### config.mk
export PLATFORM = sky130hd
export DESIGN_NAME = three_rotor_substitution_cipher
export DESIGN_NICKNAME = d
export VERILOG_FILES = /design/src/sv/rsc_pkg.sv /design/src/sv/rsc_rotor.sv /design/src/sv/rsc_stepper.sv /design/src/sv/three_rotor_substitution_cipher.sv
export VERILOG_INCLUDE_DIRS = /design/src /design/src/sv
export SDC_FILE = /design/constraint.sdc
export NUM_CORES = 1
export LEC_CHECK = 0
export BUFFER_PORTS_ARGS = -buffer_cell sky130_fd_sc_hd__buf_2
export CAP_MARGIN = 10
export CORE_UTILIZATION = 40
export DETAILED_ROUTE_END_ITERATION = 10
export PLACE_DENSITY = 0.54
export SLEW_MARGIN = 0
export SYNTH_ARGS = -nofsm -noshare
export SYNTH_HDL_FRONTEND = slang
export SYNTH_SLANG_ARGS = --single-unit
### constraint.sdc
create_clock -name i_clk -period 19.8 [get_ports i_clk]
set_input_delay 1.98 -clock i_clk [delete_from_list [all_inputs] [get_ports i_clk]]
set_output_delay 1.98 -clock i_clk [all_outputs]
set_load 0.02 [all_outputs]
### src/sv/three_rotor_substitution_cipher_defines.svh
// Assertion macros shared by the rotor cipher RTL.
`ifndef THREE_ROTOR_SUBSTITUTION_CIPHER_DEFINES_SVH
`define THREE_ROTOR_SUBSTITUTION_CIPHER_DEFINES_SVH

// same-cycle implication, clocked on i_clk, off during reset
`define RSC_ASSERT_NOW(lbl, ante, cons, msg) \
    lbl: assert property (@(posedge i_clk) disable iff (!i_rst_n) (ante) |-> (cons)) \
        else $error(msg);

// next-cycle implication
`define RSC_ASSERT_NEXT(lbl, ante, cons, msg) \
    lbl: assert property (@(posedge i_clk) disable iff (!i_rst_n) (ante) |=> (cons)) \
        else $error(msg);

`endif

### src/sv/rsc_pkg.sv
// Types and constants of the three-rotor substitution cipher.
`default_nettype none
package rsc_pkg;

    localparam int unsigned ALPHA     = 26;
    localparam int unsigned IDX_W     = 5;

    typedef logic [IDX_W-1:0] t_letter;

    localparam t_letter     ALPHA_MAX = t_letter'(ALPHA - 1);
    localparam t_letter     ALPHA_N   = t_letter'(ALPHA);

    localparam logic [7:0]  CH_LA     = 8'h61;  // 'a'
    localparam logic [7:0]  CH_LZ     = 8'h7a;  // 'z'
    localparam logic [7:0]  CH_UA     = 8'h41;  // 'A'
    localparam logic [7:0]  CH_UZ     = 8'h5a;  // 'Z'

    localparam logic        REQ_LOAD  = 1'b0;
    localparam logic        REQ_CHAR  = 1'b1;

    localparam logic [1:0]  ROTOR_1   = 2'd0;
    localparam logic [1:0]  ROTOR_2   = 2'd1;
    localparam logic [1:0]  ROTOR_3   = 2'd2;

    typedef struct packed {
        t_letter p1;
        t_letter p2;
        t_letter p3;
    } t_rotor_pos;

endpackage
`default_nettype wire

### src/sv/rsc_rotor.sv
// One rotor: 26-entry substitution table with position-offset lookup.
`default_nettype none
module rsc_rotor (
    input  wire logic            i_clk,
    input  wire logic            i_wr_en,
    input  wire rsc_pkg::t_letter i_wr_idx,
    input  wire rsc_pkg::t_letter i_wr_val,
    input  wire rsc_pkg::t_letter i_pos,
    input  wire rsc_pkg::t_letter i_idx,
    output rsc_pkg::t_letter      o_val
);

    rsc_pkg::t_letter r_tab [rsc_pkg::ALPHA];

    logic [rsc_pkg::IDX_W:0] w_sum;
    rsc_pkg::t_letter        w_addr;

    always_ff @(posedge i_clk) begin
        if (i_wr_en) begin
            r_tab[i_wr_idx] <= i_wr_val;
        end
    end

    always_comb begin
        w_sum = {1'b0, i_idx} + {1'b0, i_pos};
        if (w_sum >= {1'b0, rsc_pkg::ALPHA_N}) begin
            w_addr = rsc_pkg::t_letter'(w_sum - {1'b0, rsc_pkg::ALPHA_N});
        end else begin
            w_addr = w_sum[rsc_pkg::IDX_W-1:0];
        end
    end

    assign o_val = r_tab[w_addr];

endmodule
`default_nettype wire

### src/sv/rsc_stepper.sv
// Odometer stepping of the three rotor positions.
`default_nettype none
module rsc_stepper (
    input  wire logic        i_clk,
    input  wire logic        i_rst_n,
    input  wire logic        i_advance,
    output rsc_pkg::t_rotor_pos o_pos
);

    rsc_pkg::t_rotor_pos r_pos;
    rsc_pkg::t_rotor_pos n_pos;

    always_comb begin
        n_pos = r_pos;
        if (i_advance) begin
            if (r_pos.p1 == rsc_pkg::ALPHA_MAX) begin
                n_pos.p1 = '0;
                if (r_pos.p2 == rsc_pkg::ALPHA_MAX) begin
                    n_pos.p2 = '0;
                    if (r_pos.p3 == rsc_pkg::ALPHA_MAX) begin
                        n_pos.p3 = '0;
                    end else begin
                        n_pos.p3 = r_pos.p3 + 1'b1;
                    end
                end else begin
                    n_pos.p2 = r_pos.p2 + 1'b1;
                end
            end else begin
                n_pos.p1 = r_pos.p1 + 1'b1;
            end
        end
    end

    always_ff @(posedge i_clk) begin
        if (!i_rst_n) begin
            r_pos <= '0;
        end else begin
            r_pos <= n_pos;
        end
    end

    assign o_pos = r_pos;

endmodule
`default_nettype wire

### src/sv/three_rotor_substitution_cipher.sv
// Three-rotor substitution cipher with odometer stepping, top level.
//
// Takes one beat per clock while the output is not stalled by i_m_tready
// and then gives back-to-back results. Every beat goes through an input
// register and, for a character, a result register; the three table lookups
// and their mod-26 adds sit in the single path between those registers.
// Load beats (tuser = 0) write at most one table entry and give no output beat; a
// character that follows a load in the next cycle already sees the new
// entry. Letters keep their case and step the rotors like an odometer;
// other bytes pass through and leave the positions alone. Tables sit in
// flip-flops with no clearing pass: a lookup of an entry never loaded
// since reset returns an undefined letter.
`default_nettype none
module three_rotor_substitution_cipher (
    input  wire logic        i_clk,
    input  wire logic        i_rst_n,
    input  wire logic        i_s_tvalid,
    output logic             o_s_tready,
    // [1:0] rotor_select, [6:2] entry_index, [11:7] entry_value,
    // [19:12] char_in, [23:20] zero
    input  wire logic [23:0] i_s_tdata,
    // [0] req_type
    input  wire logic        i_s_tuser,
    output logic             o_m_tvalid,
    input  wire logic        i_m_tready,
    // [7:0] char_out
    output logic [7:0]       o_m_tdata
);

`include "three_rotor_substitution_cipher_defines.svh"

    logic             r_s1_valid;
    logic             r_s1_req;
    logic [1:0]       r_s1_sel;
    rsc_pkg::t_letter r_s1_idx;
    rsc_pkg::t_letter r_s1_val;
    logic [7:0]       r_s1_char;

    logic             r_out_valid;
    logic [7:0]       r_out_data;

    logic             w_out_free;
    logic             w_s1_fire;
    logic             w_s1_char;
    logic             w_s1_load;
    logic             w_letter;
    logic [7:0]       w_base;
    rsc_pkg::t_letter w_x;
    rsc_pkg::t_letter w_y1;
    rsc_pkg::t_letter w_y2;
    rsc_pkg::t_letter w_y3;
    rsc_pkg::t_letter w_wval;
    logic             w_idx_ok;
    logic [2:0]       w_wr_en;
    logic             w_advance;
    logic [7:0]       n_out_data;

    rsc_pkg::t_rotor_pos w_pos;

    assign w_out_free = !r_out_valid || i_m_tready;
    assign w_s1_fire  = r_s1_valid && ((r_s1_req == rsc_pkg::REQ_LOAD) || w_out_free);
    assign w_s1_char  = w_s1_fire && (r_s1_req == rsc_pkg::REQ_CHAR);
    assign w_s1_load  = w_s1_fire && (r_s1_req == rsc_pkg::REQ_LOAD);
    assign o_s_tready = !r_s1_valid || w_s1_fire;

    always_ff @(posedge i_clk) begin
        if (!i_rst_n) begin
            r_s1_valid <= 1'b0;
        end else if (o_s_tready) begin
            r_s1_valid <= i_s_tvalid;
        end
    end

    always_ff @(posedge i_clk) begin
        if (o_s_tready && i_s_tvalid) begin
            r_s1_req  <= i_s_tuser;
            r_s1_sel  <= i_s_tdata[1:0];
            r_s1_idx  <= i_s_tdata[6:2];
            r_s1_val  <= i_s_tdata[11:7];
            r_s1_char <= i_s_tdata[19:12];
        end
    end

    // letter detect and case base
    always_comb begin
        w_letter = 1'b1;
        w_base   = rsc_pkg::CH_LA;
        if (r_s1_char inside {[rsc_pkg::CH_LA:rsc_pkg::CH_LZ]}) begin
            w_base = rsc_pkg::CH_LA;
        end else if (r_s1_char inside {[rsc_pkg::CH_UA:rsc_pkg::CH_UZ]}) begin
            w_base = rsc_pkg::CH_UA;
        end else begin
            w_letter = 1'b0;
        end
    end

    assign w_x = rsc_pkg::t_letter'(r_s1_char - w_base);

    // load path
    assign w_wval   = (r_s1_val > rsc_pkg::ALPHA_MAX) ? (r_s1_val - rsc_pkg::ALPHA_N)
                                                      : r_s1_val;
    assign w_idx_ok = (r_s1_idx <= rsc_pkg::ALPHA_MAX);
    assign w_wr_en[0] = w_s1_load && w_idx_ok && (r_s1_sel == rsc_pkg::ROTOR_1);
    assign w_wr_en[1] = w_s1_load && w_idx_ok && (r_s1_sel == rsc_pkg::ROTOR_2);
    assign w_wr_en[2] = w_s1_load && w_idx_ok && (r_s1_sel == rsc_pkg::ROTOR_3);

    rsc_rotor u_rotor1 (
        .i_clk   (i_clk),
        .i_wr_en (w_wr_en[0]),
        .i_wr_idx(r_s1_idx),
        .i_wr_val(w_wval),
        .i_pos   (w_pos.p1),
        .i_idx   (w_x),
        .o_val   (w_y1)
    );

    rsc_rotor u_rotor2 (
        .i_clk   (i_clk),
        .i_wr_en (w_wr_en[1]),
        .i_wr_idx(r_s1_idx),
        .i_wr_val(w_wval),
        .i_pos   (w_pos.p2),
        .i_idx   (w_y1),
        .o_val   (w_y2)
    );

    rsc_rotor u_rotor3 (
        .i_clk   (i_clk),
        .i_wr_en (w_wr_en[2]),
        .i_wr_idx(r_s1_idx),
        .i_wr_val(w_wval),
        .i_pos   (w_pos.p3),
        .i_idx   (w_y2),
        .o_val   (w_y3)
    );

    assign w_advance = w_s1_char && w_letter;

    rsc_stepper u_stepper (
        .i_clk    (i_clk),
        .i_rst_n  (i_rst_n),
        .i_advance(w_advance),
        .o_pos    (w_pos)
    );

    assign n_out_data = w_letter ? (w_base + {3'b000, w_y3}) : r_s1_char;

    always_ff @(posedge i_clk) begin
        if (!i_rst_n) begin
            r_out_valid <= 1'b0;
        end else if (w_out_free) begin
            r_out_valid <= w_s1_char;
        end
    end

    always_ff @(posedge i_clk) begin
        if (w_s1_char) begin
            r_out_data <= n_out_data;
        end
    end

    assign o_m_tvalid = r_out_valid;
    assign o_m_tdata  = r_out_data;

    `RSC_ASSERT_NEXT(a_char_gives_beat, w_s1_char, r_out_valid,
        "character beat did not reach the result register")
    `RSC_ASSERT_NEXT(a_passthru, w_s1_char && !w_letter,
        r_out_data == $past(r_s1_char), "non-letter byte was altered")
    `RSC_ASSERT_NEXT(a_pos_hold, !w_advance, $stable(w_pos),
        "rotor position moved without a letter")
    `RSC_ASSERT_NOW(a_pos_range, 1'b1,
        (w_pos.p1 <= rsc_pkg::ALPHA_MAX) && (w_pos.p2 <= rsc_pkg::ALPHA_MAX) &&
        (w_pos.p3 <= rsc_pkg::ALPHA_MAX), "rotor position out of range")
    `RSC_ASSERT_NEXT(a_load_no_beat, w_s1_load && !r_out_valid, !r_out_valid,
        "load beat produced an output beat")

endmodule
`default_nettype wire
======== Yosys cells after proc, flatten, opt, wreduce, memory -nomap -nowiden ========
Memories as Yosys holds them, arrays and structs flattened.
Index checks and enable logic that the tools add are counted.
storage, ports and cells
  RAM bits ................................ 390
  output and inout port bits .............. 10
  word-level logic and storage cells ...... 78
  memories kept ........................... 3
  register bits after elaboration ......... 46
memories
  name            depth  bits a word  read ports  clocked after Yosys merged registers in  wr ports  RTL line         source
  u_rotor1.r_tab  26     5            1           0                                        1         rsc_rotor.sv:13  rsc_pkg::t_letter r_tab [rsc_pkg::ALPHA];
  u_rotor2.r_tab  26     5            1           0                                        1         rsc_rotor.sv:13
  u_rotor3.r_tab  26     5            1           0                                        1         rsc_rotor.sv:13
operators by class
  reduce and logical (&&, ||, !) cells .... 19
  bitwise gates (word level) .............. 1
  muxes and demuxes ....................... 18
  $lt $le $gt $ge ......................... 9
  equal/unequal tests ..................... 5
  add/sub/neg operators ................... 12
operator list
  cell                                                            count
  two-way mux 5 bit                                               7
  subtractor 5 bit, second input constant                         4
  adder 5 x 5 -> 6 bit                                            3
  >= comparator 6 x 5 -> 1 bit, second input constant             3
  >= comparator 8 x 7 -> 1 bit, second input constant             2
  less-or-equal comparator 8 x 7 -> 1 bit, second input constant  2
  adder 5 x 1 -> 5 bit, second input constant                     3
  equality test 5 bit, second input constant                      3
  two-way mux 6 bit                                               2
  logical AND 1 bit                                               11
  adder 7 x 5 -> 8 bit                                            1
  two-way mux 1 bit                                               8
  two-way mux 8 bit                                               1
  greater-than comparator 5 bit, second input constant            1
  less-or-equal comparator 5 bit, second input constant           1
  subtractor 5 bit                                                1
  logical OR 1 bit                                                3
  AND reduction 3 bit                                             1
  equality test 2 x 1 -> 1 bit, second input constant             1
  equality test 2 bit, second input constant                      1
  zero test 1 bit                                                 2
  zero test 2 bit                                                 1
  AND reduction 2 bit                                             1
  NOT 1 bit                                                       1

======== Logic depth before layout (Yosys ltp) ========
Gate-level depths: netlist of run 1.
An unclocked memory read counts as a cell.
  depth in word-level cells ............... 19
  depth in mapped cells ................... 50
  depth with buffers taken out ............ 45

======== By module ========
A second synthesis of run 1 with hierarchy kept.
unflattened totals
  cell total of the unflattened synthesis .. 1,352
  area, all modules ....................... 19,774.0 um^2
by module, submodules not included
  module                           area an instance (um^2)  times used  cells an instance  sequential area each (um^2)
  rsc_rotor                        5,838.1                  3           387                3,903.7
  three_rotor_substitution_cipher  1,460.2                  1           105                910.9
  rsc_stepper                      799.5                    1           86                 300.3

======== Worst setup path after synthesis of run 1 ========
Ideal clock, no wire load.
  path type ............................... reg-to-reg
  from .................................... reg r_s1_char[0]
  to ...................................... reg r_out_data[4], in the netlist o_m_tdata[4], data pin
  slack ................................... 9.712 ns
  library setup time ...................... 0.271 ns
  cell stages (with the launch flop) ...... 49
  data required time ...................... 19.529 ns
  clock period less this slack ............ 10.088 ns
  path buffers ............................ 5
  arrival time ............................ 9.817 ns
  cell sequence ........................... edfxtp_1 > inv_1 > ha_1 > or3b_2 > xnor2_1 > ha_1 > xnor2_1 > inv_1 > o21ai_0 > xnor2_1 > clkbuf_1 > clkbuf_1 > mux4_2 > mux2i_1 > o21ai_0 > ha_1 > inv_1 > fa_1 > [13 not listed] > inv_1 > fa_1 > xnor2_2 > inv_2 > ha_1 > buf_1 > a21oi_1 > a31o_1 > a21oi_2 > buf_2 > nor2_1 > a22oi_1 > o21ai_1 > or3_1 > ha_1 > o2111ai_1 > xor2_1 > a21oi_1
on the way
  cells in the longest elaborated chain, start to end .. 18
  elaborated cells between the ends (all ways) .. 27
  those cells by class .................... add/sub: 8; order compare: 7; mux: 7; reduce/logical: 2; memory: 3
ends and longest elaborated chain
  element                                                                                  RTL line                                source
  start: declaration                                                                       three_rotor_substitution_cipher.sv:37   logic [7:0] r_s1_char;
  start signal: assignment                                                                 three_rotor_substitution_cipher.sv:80   r_s1_char <= i_s_tdata[19:12];
  >= comparator 8 x 7 -> 1 bit or less-or-equal comparator 8 x 7 -> 1 bit (tied branches)  three_rotor_substitution_cipher.sv:88   if (r_s1_char inside {[rsc_pkg::CH_LA:rsc_pkg::CH_LZ]}) begin
  logical AND 1 bit                                                                        three_rotor_substitution_cipher.sv:88
  two-way mux 6 bit                                                                        three_rotor_substitution_cipher.sv:88
  subtractor 5 bit                                                                         three_rotor_substitution_cipher.sv:97   assign w_x = rsc_pkg::t_letter'(r_s1_char - w_base);
  adder 5 x 5 -> 6 bit                                                                     rsc_rotor.sv:25                         w_sum = {1'b0, i_idx} + {1'b0, i_pos};
  subtractor 5 bit or >= comparator 6 x 5 -> 1 bit (tied branches)                         rsc_rotor.sv:27, rsc_rotor.sv:26
  two-way mux 5 bit                                                                        rsc_rotor.sv:26                         if (w_sum >= {1'b0, rsc_pkg::ALPHA_N}) begin
  memory (26 x 5 bit)                                                                      n/a
  [3 not listed]                                                                           n/a
  memory (26 x 5 bit)                                                                      n/a
  adder 5 x 5 -> 6 bit                                                                     rsc_rotor.sv:25
  subtractor 5 bit or >= comparator 6 x 5 -> 1 bit (tied branches)                         rsc_rotor.sv:27, rsc_rotor.sv:26
  two-way mux 5 bit                                                                        rsc_rotor.sv:26
  memory (26 x 5 bit)                                                                      n/a
  adder 7 x 5 -> 8 bit                                                                     three_rotor_substitution_cipher.sv:146  assign n_out_data = w_letter ? (w_base + {3'b000, w_y3}) : r_s1_char;
  two-way mux 8 bit *                                                                      three_rotor_substitution_cipher.sv:146
  named net n_out_data[4]                                                                  three_rotor_substitution_cipher.sv:56   logic [7:0] n_out_data;
  end signal: assignment                                                                   three_rotor_substitution_cipher.sv:158  r_out_data <= n_out_data;
  end: declaration                                                                         three_rotor_substitution_cipher.sv:40   logic [7:0] r_out_data;
The timed path passes the listed nets; every way through them passes the cells marked *.
A chain may end at the register's enable or synchronous reset.

======== Final worst setup path of run 1 ========
Ends and elaborated chain as after synthesis.

==> results of run 1 <==
## flip-flops by register name, summed over array words and instances, names as in the netlist
register,cells
u_stepper.o_pos,15
r_s1_valid,1
r_s1_sel,2
r_s1_val,5
u_rotor1.r_tab,130
r_s1_idx,5
r_s1_char,8
u_rotor2.r_tab,130
o_m_tvalid,1
u_rotor3.r_tab,130
r_s1_req,1
o_m_tdata,8
## synthesized netlist by cell type, types with 6 or more instances
cell,instances
edfxtp_1,419
nor2_1,112
nand2_1,75
mux2i_1,73
mux4_2,68
ha_1,32
clkbuf_1,31
nand3_1,29
a21oi_1,26
inv_1,21
o21ai_0,21
nor2b_1,20
a211oi_1,18
dfxtp_1,17
a21o_1,13
nor3_1,13
xnor2_1,13
xor2_1,11
mux2_2,8
and3_1,7
buf_1,6
o211ai_1,6
o22ai_1,6
or3_1,6
## power groups by stage
| stage | clock [mW] | combinational (mW) | sequential [mW] |
|---|---|---|---|
| 6_report | 0.834 | 1.31 | 1.03 |
| 5_1_grt | 0.885 | 1.42 | 1.03 |
| 3_3_place_gp | 0 | 1.31 | 1.05 |
| 4_1_cts | 0.852 | 1.32 | 1.03 |
| 2_1_floorplan | 0 | 0.999 | 1.05 |
| 3_5_place_dp | 0 | 1.32 | 1.05 |
## layout make-up
type	instances	area, um^2
clock buffers	57	1210
flip-flops and latches	436	12900
clock inverters	24	215
inverters	22	82.6
repair buffers	50	290
fillers	4116	25400
multi-input cells	679	5850
well taps	607	759
## final timing paths
check                           slack (ns)                         endpoint                       startpoint  cells past startpoint
worst min register to register        0.54  u_stepper.o_pos[4]$_SDFFE_PN0P_  u_stepper.o_pos[4]$_SDFFE_PN0P_                      1
worst max register to register        7.96           o_m_tdata[4]$_DFFE_PP_           r_s1_char[0]$_DFFE_PP_                     44
worst min-delay path                  0.54  u_stepper.o_pos[4]$_SDFFE_PN0P_  u_stepper.o_pos[4]$_SDFFE_PN0P_                      1
worst max-delay path                  7.96           o_m_tdata[4]$_DFFE_PP_           r_s1_char[0]$_DFFE_PP_                     44
## layer usage
metal | vias up | wire [um]
met5 | - | 0
met4 | 0 | 1090
met3 | 68 | 1570
met2 | 215 | 20500
met1 | 5236 | 19900
li1 | 4765 | -
## worst max-delay path, delay by kind of cell, from the launching register on
kind	cells	cell delay, ns
flops	1	0.44
fa+ha+maj	7	2.43
compound gates	15	3.44
mux	4	1.14
simple gates	4	1.43
xor+xnor	6	1.25
buf+inv	8	1.34
## per-stage QoR
step	area, um^2	utilization, %	total power, mW	setup slack (ns)	instances
floorplan	19000	-	2.05	9.71	1184
global placement	19900	42.6	2.35	7.92	1794
detailed placement	19900	42.6	2.37	7.95	1794
CTS	21300	45.6	3.20	7.89	1875
global route	21300	45.6	3.33	7.12	1875
finish	21300	45.6	3.17	7.96	1875
## logic make-up after synthesis
| family | share of synthesized area, % |
|---|---|
| compound gates | 6.56 |
| xor+xnor | 1.34 |
| fa+ha+maj | 2.42 |
| buf+inv | 1.60 |
| flops | 68.0 |
| mux | 12.5 |
| simple gates | 7.62 |
==> summary.txt, run 1 <==
Run status
  • Failing checks: DRC
  • Outcome: finished, violations left

Drt
  • Via count: 10284
  • 1st-iter DRT viols: 788
  • Drt pass-1 iters: 8
  • DRC: 2
  • Post-DRT Antenna Nets: 0
  • Final Routed Wirelength: 43000 um
  • Wire per inst: 23.0 um
  • Via density: 5.48

Yosys
  • Post-synth top area share: 66.2%
  • Async set-reset flop share out of synthesis: 0%
  • Number of flops mapped to enable cells by yosys: 419
  • Seq cells post-synth: 436
  • Post-synth top flop: edfxtp_1
  • Post-synth net total: 1248
  • Synth area leaders: edfxtp_1, mux4_2, mux2i_1, nor2_1, ha_1
  • Post-synthesis cell area: 19000 um^2
  • Post-Synthesis Cells: 1184
  • Mean Syn Cell Area: approximately 16 um^2
  • Count of cell types in the netlist: between 90 and 100
  • Sequential area share after synthesis: 68.0%
  • Synth area leader: edfxtp_1
  • Yosys Warn Count: 0

Power and ir drop
  • Switching share of power: a little over a third
  • Comb pwr share: roughly 41%
  • Leak: 7.14 nW
  • Peak supply drop: ~0.00012 V
  • Pint: 2.03 mW
  • Switching pwr: 1.14 mW
  • Clk pwr share: 26.3%
  • P per Cell Area: 149 nW/um^2
  • Reg power frac: 32.4%

Finish
  • Final #Nets: 1298
  • Ant. Diodes: 0
  • Commonest non-fill, non-tap cell in the layout: edfxtp_1
  • Area growth from synthesis to layout: 12.2%
  • Most frequent cells in the layout: edfxtp_1, nor2_1, nand2_1
  • Layout cell share with drive strength beyond 1: 18.2%

Floorplan
  • Die H: around 220 um
  • Initial core utilization: 40.7%
  • Full die area: 48400 um^2
  • Core area: 46800 um^2
  • Ports: 39
  • Row count: 79
  • Die width: 220 um

Global route
  • Largest net degree at the start of global routing: 81
  • Gr usage total: 18.2%
  • First-pass GRT wire length: 64900 um
  • M3 GR Usage: about 2.5%
  • Vias in the first global route: between 10000 and 15000
  • Met2 usage: around 29%
  • Total gr overflow: 0
  • Busiest grt layer: met2
  • Initial antenna violation count: 0
  • GR Util met1: 26.0%

Critical path
  • Critical path type: flop to flop
  • Crit path launch type: flop
  • CP required: roughly 20 ns
  • CP max stage delay: approximately 0.9 ns
  • Most used cell, CP: inv_1
  • Crit path DAT: 12.12 ns
  • Setup crit end kind: flop
  • Slowest CP cell: fa_1
  • Maximum net fanout on the critical path: 32

CTS
  • Root Buffer: clkbuf_16
  • CTS tree: yes
  • # clock sinks: 436
  • Skew-Pair Late Insertion Delay: just under 0.6 ns
  • CTS max path bufs: 3
  • Post-CTS Setup Inserts: 0
  • CTS clk-pin slew, worst paths: 0.07 ns
  • Inserted Clock Buffers: 45
  • CTS H-tree lvls: 2
  • Post_cts resized: 0
  • CTS Hold Bufs: 0

Timing
  • Skew final: 0.0231 ns
  • RSZ-0062 raised after global routing: no
  • Final setup fails: 0
  • Final worst-path cycle share: 59.8%
  • Final hold vios: 0
  • Measured slew at the worst slew-check pin: ~1.1 ns
  • Slew Viols, Final: 0
  • Slew margin rel.: 26.2%
  • Setup TNS Final: 0 ns
  • Final Critical Period: about 12 ns
  • FMAX: 0.0845 GHz
  • Min Hold Slack: 0.538 ns

Hold path
  • Hold WC Path Type: flop to flop

Place
  • PortBufs: 34
  • Routability congestion estimate: about 0.8
  • Post-DP HPWL: 28300 um

Run
  • Max_cap viols: 0
No activity file was read; power rests on OpenSTA's default activity.
==> run 2, diff against run 1 <==
==> constraint.sdc (replaced) <==
create_clock -name i_clk -period 12.1 [get_ports i_clk]
set_input_delay 1.21 -clock i_clk [delete_from_list [all_inputs] [get_ports i_clk]]
set_output_delay 1.21 -clock i_clk [all_outputs]
set_load 0.02 [all_outputs]
==> run 2 against run 1 <==
  * The flow still finishes with violations (DRC)
  * Clock skew is 0.0045 ns lower
  * Sequential share of layout area down 0.31 points
  * Total power grew 66%
  * Die area is the same
  * Count of clock-buffer cells in the layout shrank 4
  * Combinational power up 72%
  * Cell area increased by 0.52%
  * Register-to-register slack got worse by 7.0 ns
  * Final cell count is 0.85% higher
  * First-iteration DRC count grew 2.3%
  * Non-clock buffer count grew 16
  * Clock power increased by 59%
  * Critical endpoint unchanged
  * Largest cell class unchanged
  * Largest power group unchanged
==> summary.txt, run 2 (synthesized netlist as in run 1, its figures left out) <==
Critical path
  • Crit path launch type: flop
  • Crit path DAT: 11.46 ns
  • CP required: 12.40 ns
  • Maximum net fanout on the critical path: 14
  • Most used cell, CP: inv_1
  • Slowest CP cell: xnor2_2
  • Critical path type: flop to flop
  • Setup crit end kind: flop
  • CP max stage delay: 0.74 ns

Global route
  • Largest net degree at the start of global routing: 81
  • Total gr overflow: 0
  • Initial antenna violation count: 1
  • First-pass GRT wire length: 64600 um
  • Gr usage total: 18.2%
  • Vias in the first global route: slightly above 10000

Floorplan
  • Ports: 39
  • Die width: 220 um
  • Core area: 46800 um^2
  • Initial core utilization: 40.7%
  • Row count: between 70 and 80
  • Die H: 220 um
  • Full die area: around 48000 um^2

Timing
  • Final hold vios: 0
  • Final setup fails: 0
  • Setup TNS Final: 0 ns
  • Measured slew at the worst slew-check pin: 1.04 ns
  • Slew Viols, Final: 0
  • RSZ-0062 raised after global routing: no
  • Final Critical Period: 11.17 ns
  • FMAX: 0.0896 GHz
  • Slew margin rel.: 30.2%
  • Final worst-path cycle share: around 92%
  • Skew final: about 0.019 ns

Place
  • Post-placement cell count: 1810
  • Post-DP HPWL: 28900 um
  • Routability congestion estimate: 0.807
  • PortBufs: 34

Finish
  • Final #Nets: about 1300
  • Ant. Diodes: 0
  • Reg area: between 10000 and 15000 um^2
  • Most frequent cells in the layout: edfxtp_1, nor2_1, nand2_1
  • Layout cell share with drive strength beyond 1: roughly a fifth
  • Filler cells: 4084
  • Commonest non-fill, non-tap cell in the layout: edfxtp_1
  • Non-filler cells, final: 1891
  • Biggest regs: u_rotor1.r_tab x130, u_rotor2.r_tab x130, u_rotor3.r_tab x130
  • Multi-input gate area: 5850 um^2
  • Area growth from synthesis to layout: 12.7%

CTS
  • CTS tree: yes
  • CTS max path bufs: 3
  • CTS Hold Bufs: 0
  • Inserted Clock Buffers: 46
  • # clock sinks: 436
  • Skew-Pair Late Insertion Delay: 0.58 ns
  • CTS clk-pin slew, worst paths: about 0.060 ns
  • Root Buffer: clkbuf_16
  • CTS H-tree lvls: 2

Run status
  • Outcome: finished, violations left
  • Failing checks: DRC

Drt
  • 1st-iter DRT viols: 806
  • Final Routed Wirelength: about 43000 um
  • DRC: 2
  • Wire per inst: about 23 um
  • Drt pass-1 iters: 8
  • Via density: ~5.5
  • Post-DRT Antenna Nets: 0
  • Via count: just over 10000

Power and ir drop
  • Peak supply drop: 0.000135 V
  • P per Cell Area: 245 nW/um^2
  • Leak: about 7.2 nW

Run
  • Max_cap viols: 0

Hold path
  • Hold WC Path Type: flop to flop
==> run 2: metal layers <==
metal  track usage (%)  share of wire [%]  up-vias  wire length (um)
li1                  -                  -     4801                 -
met1              25.4                 45     5217             19300
met2              29.6                 48      221             20600
met3              2.40                4.2       71              1780
met4              5.66                2.5        0              1060
met5                 0                  0        -                 0
==> run 2: power breakdown <==
group          total, mW  internal, mW  switching, mW
Sequential          1.68          1.68        0.00548
Clock               1.33         0.754          0.575
Combinational       2.25         0.944           1.31
Total               5.26          3.37           1.89
==> run 2: worst paths after layout <==
check | from | end | slack, ns | depth (start not counted)
min | u_stepper.o_pos[0]$_SDFFE_PN0P_ | u_stepper.o_pos[0]$_SDFFE_PN0P_ | 0.54 | 1
max | r_s1_char[0]$_DFFE_PP_ | o_m_tdata[4]$_DFFE_PP_ | 0.93 | 45
max reg2reg | r_s1_char[0]$_DFFE_PP_ | o_m_tdata[4]$_DFFE_PP_ | 0.93 | 45
min reg2reg | u_stepper.o_pos[0]$_SDFFE_PN0P_ | u_stepper.o_pos[0]$_SDFFE_PN0P_ | 0.54 | 1
==> run 2: layout make-up <==
class / count / area share, %
sequential: 436 / 60.3
multi-input combinational: 679 / 27.3
clock buffer: 53 / 5.59
tap: 607 / 3.54
timing repair buffer: 66 / 1.97
clock inverter: 28 / 0.963
inverter: 22 / 0.385
==> run 2: critical path, delay by kind of cell (launching register included) <==
kind	cells	cell delay, ns
AOI/OAI and AO/OA	12	2.73
xor gates and xnor gates	7	2.18
adders and majority gates	6	1.51
buffers and inverters	9	1.32
DFF	1	0.45
muxes	5	1.05
and+or+nand+nor	6	1.65
==> run 2: what timing repair did <==
| item | in CTS | in global routing |
|---|---|---|
| gates resized for setup | 0 | 2 |
| setup endpoints to repair | 0 | 3 |
| buffers inserted | 0 | 0 |
==> run 2: stage by stage <==
step | hold WS, ns | worst slack [ns] | util, % | total power, mW | cell area [um^2]
2_1_floorplan | 0.460 | 2.01 | - | 3.36 | 19000
3_3_place_gp | 0.527 | 0.809 | 42.8 | 3.96 | 20000
3_5_place_dp | 0.525 | 0.781 | 42.8 | 3.98 | 20000
4_1_cts | 0.538 | 0.695 | 45.9 | 5.32 | 21400
5_1_grt | 0.580 | 0.0477 | 45.9 | 5.55 | 21400
6_report | 0.541 | 0.934 | 45.9 | 5.26 | 21400
